File: src/rtl/core/assert_macros.svh
// Assertion helpers shared by the RTL that checks itself.
`ifndef ASSERT_MACROS_SVH
`define ASSERT_MACROS_SVH

`ifndef ASSERT_OFF
// Property must hold at every clock edge outside reset.
`define ASSERT_ALWAYS(label, clk, rst_n, prop, msg) \
  label: assert property (@(posedge clk) disable iff (!rst_n) (prop)) else $error(msg);
// Antecedent implies consequent in the cycle after.
`define ASSERT_NEXT(label, clk, rst_n, ante, cons, msg) \
  label: assert property (@(posedge clk) disable iff (!rst_n) (ante) |=> (cons)) \
    else $error(msg);
`else
`define ASSERT_ALWAYS(label, clk, rst_n, prop, msg)
`define ASSERT_NEXT(label, clk, rst_n, ante, cons, msg)
`endif

`endif

File: src/rtl/core/swbm_pkg.sv
package swbm_pkg;

  // Default record store depth.
  localparam int unsigned DEFAULT_FIFO_DEPTH = 64;

  // Field widths.
  localparam int unsigned BYTES_W  = 16;
  localparam int unsigned STAMP_W  = 32;
  localparam int unsigned WINDOW_W = 31;
  localparam int unsigned WBYTES_W = 22;
  localparam int unsigned HELD_W   = 7;

  // Window length after reset, in microsecond ticks.
  localparam logic [WINDOW_W-1:0] WINDOW_RESET = 31'd1000000;

  // Input kinds carried in tuser.
  localparam logic OP_TICK        = 1'b0;
  localparam logic OP_TRANSACTION = 1'b1;

  // Sequencer states.
  typedef enum logic [1:0] {
    ST_IDLE,
    ST_FETCH,
    ST_CHECK
  } state_e;

endpackage

File: src/rtl/core/sliding_window_byte_meter.sv
// Sliding-window byte meter. Each input transfer is either a one-microsecond
// tick (tuser = 0) or a transaction of byte_count bytes (tuser = 1). A
// transaction is stamped with the current time and queued; when the record
// store already holds FIFO_DEPTH records it is dropped and the result's
// overflow flag is set. After every input, records older than window_length
// ticks are retired oldest first. Every input yields one result: bytes and
// records still in the window, plus the overflow flag. An item goes from idle
// through fetch and check, and again through both per record it retires; the
// retire loop is bound by the single registered read port of the record
// memory, one record per read. The record memory needs no clearing, so inputs
// are taken right after reset. A result waiting on the output stalls the meter
// in check; window_length may be rewritten only while the meter is idle.
module sliding_window_byte_meter
  import swbm_pkg::*;
#(
  parameter int unsigned FIFO_DEPTH = DEFAULT_FIFO_DEPTH
) (
  input  logic                clk_i,
  input  logic                rst_ni,
  // Configuration: window_length
  input  logic                cfg_we_i,
  input  logic [WINDOW_W-1:0] cfg_wdata_i,
  // Input stream
  input  logic                s_axis_tvalid,
  output logic                s_axis_tready,
  input  logic [15:0]         s_axis_tdata,   // [15:0] byte_count
  input  logic                s_axis_tuser,   // [0] operation
  // Result stream
  output logic                m_axis_tvalid,
  input  logic                m_axis_tready,
  output logic [31:0]         m_axis_tdata,   // [21:0] window_bytes, [28:22] records_held
  output logic                m_axis_tuser    // [0] overflow
);

  `include "assert_macros.svh"

  localparam int unsigned PTR_W = (FIFO_DEPTH > 1) ? $clog2(FIFO_DEPTH) : 1;
  localparam int unsigned CNT_W = $clog2(FIFO_DEPTH + 1);
  localparam int unsigned TOT_W = (BYTES_W + CNT_W > WBYTES_W + 1) ?
                                  BYTES_W + CNT_W : WBYTES_W + 1;
  localparam int unsigned SCN_W = (CNT_W > HELD_W) ? CNT_W : HELD_W + 1;
  localparam int unsigned REC_W = BYTES_W + STAMP_W;

  localparam logic [PTR_W-1:0] PTR_LAST   = PTR_W'(FIFO_DEPTH - 1);
  localparam logic [CNT_W-1:0] CNT_FULL   = CNT_W'(FIFO_DEPTH);
  localparam logic [TOT_W-1:0] TOT_SAT    = TOT_W'({WBYTES_W{1'b1}});
  localparam logic [SCN_W-1:0] HELD_SAT   = SCN_W'({HELD_W{1'b1}});

  state_e state_q, state_d;

  logic [WINDOW_W-1:0] window_q;
  logic [STAMP_W-1:0]  time_q, time_d;
  logic [PTR_W-1:0]    head_q, head_d;
  logic [PTR_W-1:0]    tail_q, tail_d;
  logic [CNT_W-1:0]    count_q, count_d;
  logic [TOT_W-1:0]    total_q, total_d;
  logic                refused_q, refused_d;

  logic [REC_W-1:0]    mem_q [FIFO_DEPTH];
  logic [REC_W-1:0]    rd_q;

  logic                out_valid_q, out_valid_d;
  logic [WBYTES_W-1:0] out_bytes_q;
  logic [HELD_W-1:0]   out_held_q;
  logic                out_ovf_q;

  logic                accept;
  logic                full;
  logic                wr_en;
  logic                expire;
  logic                pop;
  logic                out_free;
  logic                out_load;
  logic [BYTES_W-1:0]  rd_size;
  logic [STAMP_W-1:0]  rd_stamp;
  logic [STAMP_W-1:0]  age;

  assign accept   = s_axis_tvalid && s_axis_tready;
  assign full     = (count_q == CNT_FULL);
  assign rd_size  = rd_q[BYTES_W-1:0];
  assign rd_stamp = rd_q[REC_W-1:BYTES_W];
  assign age      = time_q - rd_stamp;
  assign expire   = (count_q != '0) && (age > {1'b0, window_q});
  assign out_free = !out_valid_q || m_axis_tready;

  // Next state
  always_comb begin
    state_d = state_q;
    unique case (state_q)
      ST_IDLE: begin
        if (accept) state_d = ST_FETCH;
      end
      ST_FETCH: begin
        state_d = ST_CHECK;
      end
      ST_CHECK: begin
        if (expire) state_d = ST_FETCH;
        else if (out_free) state_d = ST_IDLE;
      end
      default: state_d = ST_IDLE;
    endcase
  end

  // Sequencer outputs
  always_comb begin
    s_axis_tready = 1'b0;
    wr_en         = 1'b0;
    pop           = 1'b0;
    out_load      = 1'b0;
    unique case (state_q)
      ST_IDLE: begin
        s_axis_tready = 1'b1;
        wr_en         = s_axis_tvalid && (s_axis_tuser == OP_TRANSACTION) && !full;
      end
      ST_FETCH: ;
      ST_CHECK: begin
        pop      = expire;
        out_load = !expire && out_free;
      end
      default: ;
    endcase
  end

  // Pointer, count, total and time updates
  always_comb begin
    time_d    = time_q;
    head_d    = head_q;
    tail_d    = tail_q;
    count_d   = count_q;
    total_d   = total_q;
    refused_d = refused_q;
    if (accept) begin
      refused_d = (s_axis_tuser == OP_TRANSACTION) && full;
      if (s_axis_tuser == OP_TICK) time_d = time_q + 1'b1;
    end
    if (wr_en) begin
      head_d  = (head_q == PTR_LAST) ? '0 : head_q + 1'b1;
      count_d = count_q + 1'b1;
      total_d = total_q + TOT_W'(s_axis_tdata);
    end
    if (pop) begin
      tail_d  = (tail_q == PTR_LAST) ? '0 : tail_q + 1'b1;
      count_d = count_q - 1'b1;
      total_d = total_q - TOT_W'(rd_size);
    end
  end

  // Control registers
  always_ff @(posedge clk_i or negedge rst_ni) begin
    if (!rst_ni) begin
      state_q     <= ST_IDLE;
      window_q    <= WINDOW_RESET;
      time_q      <= '0;
      head_q      <= '0;
      tail_q      <= '0;
      count_q     <= '0;
      total_q     <= '0;
      refused_q   <= 1'b0;
      out_valid_q <= 1'b0;
    end else begin
      state_q     <= state_d;
      time_q      <= time_d;
      head_q      <= head_d;
      tail_q      <= tail_d;
      count_q     <= count_d;
      total_q     <= total_d;
      refused_q   <= refused_d;
      out_valid_q <= out_valid_d;
      if (cfg_we_i) window_q <= cfg_wdata_i;
    end
  end

  // Record memory: write at head on each stored transaction, registered read at tail
  always_ff @(posedge clk_i) begin
    if (wr_en) mem_q[head_q] <= {time_q, s_axis_tdata};
    rd_q <= mem_q[tail_q];
  end

  // Output register
  always_comb begin
    out_valid_d = out_valid_q;
    if (out_load) out_valid_d = 1'b1;
    else if (m_axis_tready) out_valid_d = 1'b0;
  end

  always_ff @(posedge clk_i) begin
    if (out_load) begin
      out_bytes_q <= (total_q > TOT_SAT) ? {WBYTES_W{1'b1}} : total_q[WBYTES_W-1:0];
      out_held_q  <= (SCN_W'(count_q) > HELD_SAT) ? {HELD_W{1'b1}}
                                                  : HELD_W'(SCN_W'(count_q));
      out_ovf_q   <= refused_q;
    end
  end

  assign m_axis_tvalid = out_valid_q;
  assign m_axis_tdata  = {3'b000, out_held_q, out_bytes_q};
  assign m_axis_tuser  = out_ovf_q;

  // Checks
  `ASSERT_ALWAYS(a_count_bound, clk_i, rst_ni, count_q <= CNT_FULL, "record count above depth")
  `ASSERT_ALWAYS(a_pop_nonempty, clk_i, rst_ni, !pop || (count_q != '0), "retire from empty store")
  `ASSERT_NEXT(a_push_count, clk_i, rst_ni, wr_en && !pop, count_q == $past(count_q) + 1'b1, "push lost")
  `ASSERT_ALWAYS(a_load_free, clk_i, rst_ni, !out_load || out_free, "result overwritten")

endmodule

File: config.mk
export PLATFORM = sky130hd
export DESIGN_NAME = sliding_window_byte_meter
export DESIGN_NICKNAME = d
export VERILOG_FILES = /design/src/rtl/core/swbm_pkg.sv /design/src/rtl/core/sliding_window_byte_meter.sv
export VERILOG_INCLUDE_DIRS = /design/src /design/src/rtl/core
export SDC_FILE = /design/constraint.sdc
export NUM_CORES = 2
export LEC_CHECK = 0
export BUFFER_PORTS_ARGS = -buffer_cell sky130_fd_sc_hd__buf_4
export CAP_MARGIN = 15
export CORE_MARGIN = 8
export CORE_UTILIZATION = 49
export CTS_BUF_LIST = sky130_fd_sc_hd__clkbuf_4 sky130_fd_sc_hd__clkbuf_8
export CTS_CLUSTER_DIAMETER = 50
export DETAILED_ROUTE_END_ITERATION = 16
export SETUP_SLACK_MARGIN = 0.05
export SLEW_MARGIN = 5
export SYNTH_ARGS = -nofsm -noshare
export SYNTH_HDL_FRONTEND = slang
export SYNTH_SLANG_ARGS = --single-unit
File: constraint.sdc
create_clock -name clk_i -period 13.3 [get_ports clk_i]
set_clock_uncertainty 0.05 [all_clocks]
set_input_delay 1.995 -clock clk_i [delete_from_list [all_inputs] [get_ports clk_i]]
set_output_delay 1.995 -clock clk_i [all_outputs]
set_load 0.01 [all_outputs]
==> results.yml <==
finish:
  synthToLayoutAreaGrowth_pct: 12.7
  n_fill_cell: 19100
  layout.nets: 6144
  drive_above_1_share_pct: 34.8
global_route:
  antenna_found_initial: 26
  grt_usage_pct: 25.6
  grt-ovfl-total: 0
  grt_start_max_net_pins: 120
  grt_pass1_wl_um: 490000
  grt_pass1_vias: 62300
hold_path:
  hold_class: "reg2reg"
pwr:
  peakVddDrop_v: 0.000196
  power_switching_w: 0.00783
  powerDensity_mw_per_mm2: 192
  cellLeakagePower_nw: 45.5
  switching_share_pct: 28.6
  combPwrFrac_pct: 24.9
  seqPwrFrac_pct: 43.8
  p_clk_share_pct: 31.2
  internal_power_w: 0.0195
die:
  initial_core_util_pct: 49.3
  die_w_um: 524
  die_area_mm2: 0.275
  die_h_um: 524
  io_pins: 88
  rows: 186
  coreArea_mm2: 0.257
sta:
  maxSlewHeadroom_pct: 17.3
  finalHoldViolCount: 0
  min_period_over_period_pct: 72.3
  fin_tns_setup_ns: 0
  tightestPinTransition_ns: 1.24
  finalSetupViolCount: 0
  slew_violations: 0
  rsz0062_at_grt: "no"
  fmax_mhz: 104
  finalWorstSetupSlack_ns: 3.68
  fin_crit_ns: 9.62
clock_network:
  cts_tree: "done"
  clock_sinks: 3259
  cts_hold_buf: 0
  postCtsSetupBuffers: 0
  clk_latency_ns: 1.06
  cts_resized: 0
  cts_buffer_depth: 4
  cts.htree.levels: 6
  numCtsBuffers: 547
  root_buffer: "clkbuf_8"
  clk_pin_slew_ns: 0.06
synthesis:
  yosysWarningCount: 0
  synth_area_leaders: "edfxtp_1 (74%), mux4_2 (18%), dfrtp_1 (2.0%)"
  synth_area_mm2: 0.127
  synth_top_area_cell: "edfxtp_1"
  ys_async_sr_fraction_pct: 3.34
  avgSynthCellArea_um2: 23.2
  ys.flop_type: "edfxtp_1"
  synth.most_common_cell: "edfxtp_1"
  seq_area_frac_synth_pct: 76.5
  synth-seq-cells: 3259
  ys_types: 73
  syn_inst: 5456
  synth_edf_count: 3102
  synth_top_area_share_pct: 73.6
  synth_common_cells: "edfxtp_1 (3102), mux4_2 (1008), clkbuf_1 (140)"
setup_path:
  critPathKind: "reg2reg"
  crit_path_top_delay_cell: "dfrtp_2"
  crit_path_end_kind: "flop"
  start_kind: "flop"
  required_ns: 14.18
  cp_slowest_stage_delay_ns: 1.08
  cp.arrival_ns: 10.50
  crit_fanout: 69
route:
  vias: 61900
  first_pass_iters: 6
  initialDrtViolationCount: 8676
  wl_um: 354000
  wl_per_cell_um: 36.2
  route.detailed.drc: 0
  ant_nets: 0
  via_per_inst: 6.33
flow_run:
  drv_cap: 0
placed_design:
  place.detailed.hpwl_um: 187000
  gp_congestion: 0.836
  dp_slack_ns: 3.82
  portBuffers: 84
run_status:
  outcome: "complete, no violations"
[flip-flops by register name, summed over array words and instances, names as in the netlist]
register       flops
mem_q           3072
rd_q              48
time_q            32
window_q          31
total_q           23
out_bytes_q       22
count_q            7
out_held_q         7
head_q             6
tail_q             6
state_q            2
m_axis_tuser       1
m_axis_tvalid      1
refused_q          1
[cells by family after synthesis]
kind of cell / count (synthesis) / synth area share [%]
fa+ha+maj: 96 / 0.967
compound gates: 249 / 1.24
simple gates: 395 / 1.47
flops: 3259 / 76.5
xor+xnor: 100 / 0.692
mux: 1014 / 18.0
buf+inv: 342 / 1.10
other cells: 1 / 0.00296
[per-stage QoR]
| stage | hold slack (ns) | utilization, % | power, W | area, um2 | cells |
|---|---|---|---|---|---|
| finish | 0.425 | 55.5 | 0.0274 | 143000 | 9782 |
| CTS | 0.422 | 55.5 | 0.0276 | 143000 | 9776 |
| detailed placement | 0.409 | 51.5 | 0.0191 | 132000 | 8827 |
| global route | 0.448 | 55.5 | 0.0284 | 143000 | 9781 |
| global placement | 0.411 | 51.4 | 0.0190 | 132000 | 8826 |
| floorplan | 0.375 | - | 0.0170 | 127000 | 5458 |
[critical path: cells and delay by family, from the launching register on]
kind            cells  cell delay (ns)
flops               1             1.08
compound gates     18             4.64
xor+xnor            1             0.11
simple gates        8             2.04
buf+inv             2             0.29
fa+ha+maj           3             0.93
mux                 1             0.35
[path summary, 6_finish.rpt]
kind,from,endpoint,slack [ns],cells past startpoint
max,time_q[2],total_q[19],3.68,33
min,refused_q,m_axis_tuser,0.42,0
max reg2reg,time_q[2],total_q[19],3.68,33
min reg2reg,refused_q,m_axis_tuser,0.42,0
max in group asynchronous,rst_ni,time_q[17],10.87,2
min in group asynchronous,rst_ni,total_q[11],0.93,1
[cell usage in the layout (no fill, tap or decap), drive strengths merged, types with 8 or more instances in the layout]
| master | Yosys | layout |
|---|---|---|
| xor2 | 37 | 37 |
| or2 | 25 | 25 |
| mux4 | 1008 | 1008 |
| dfxtp | 48 | 48 |
| buf | 116 | 245 |
| and3 | 10 | 10 |
| o21ai | 98 | 98 |
| o21bai | 10 | 10 |
| nand2b | 16 | 16 |
| nor2 | 109 | 109 |
| nor3 | 15 | 15 |
| ha | 93 | 93 |
| clkinvlp | 0 | 15 |
| nand3 | 30 | 30 |
| nor2b | 9 | 9 |
| edfxtp | 3102 | 3102 |
| a21oi | 51 | 51 |
| bufinv | 0 | 8 |
| dfrtp | 102 | 102 |
| clkbuf | 141 | 730 |
| nand2 | 131 | 131 |
| inv | 85 | 99 |
| clkinv | 0 | 182 |
| a21o | 31 | 31 |
| xnor2 | 63 | 63 |
| nand4 | 22 | 22 |
[metal layers]
metal | track usage [%] | up-vias | part of all wire (%)
met2 | 40.6 | 3384 | 48
met3 | 5.89 | 482 | 10
met1 | 36.9 | 33700 | 40
met4 | 6.11 | 0 | 2.0
met5 | 0 | - | 0
li1 | - | 24300 | -
[power by group through the flow]
| stage | clock network [W] | logic (W) | registers, W |
|---|---|---|---|
| 6_report | 0.00855 | 0.00682 | 0.0120 |
| 5_1_grt | 0.00911 | 0.00724 | 0.0120 |
| 4_1_cts | 0.00869 | 0.00688 | 0.0120 |
| 3_5_place_dp | 0 | 0.00685 | 0.0122 |
| 3_3_place_gp | 0 | 0.00685 | 0.0122 |
| 2_1_floorplan | 0 | 0.00506 | 0.0120 |
[area by class of cell]
class                      instances  area (um2)  share of cell area (%)
antenna                            3        7.51                 0.00526
timing repair buffer             245        1990                    1.40
multi-input combinational       1857       28800                    20.2
inverter                          85         319                   0.224
clock inverter                   219        1240                   0.870
tap                             3384        4230                    2.97
clock buffer                     730        9100                    6.38
sequential                      3259       96900                    68.0
Power figures use the tool's default switching activity.
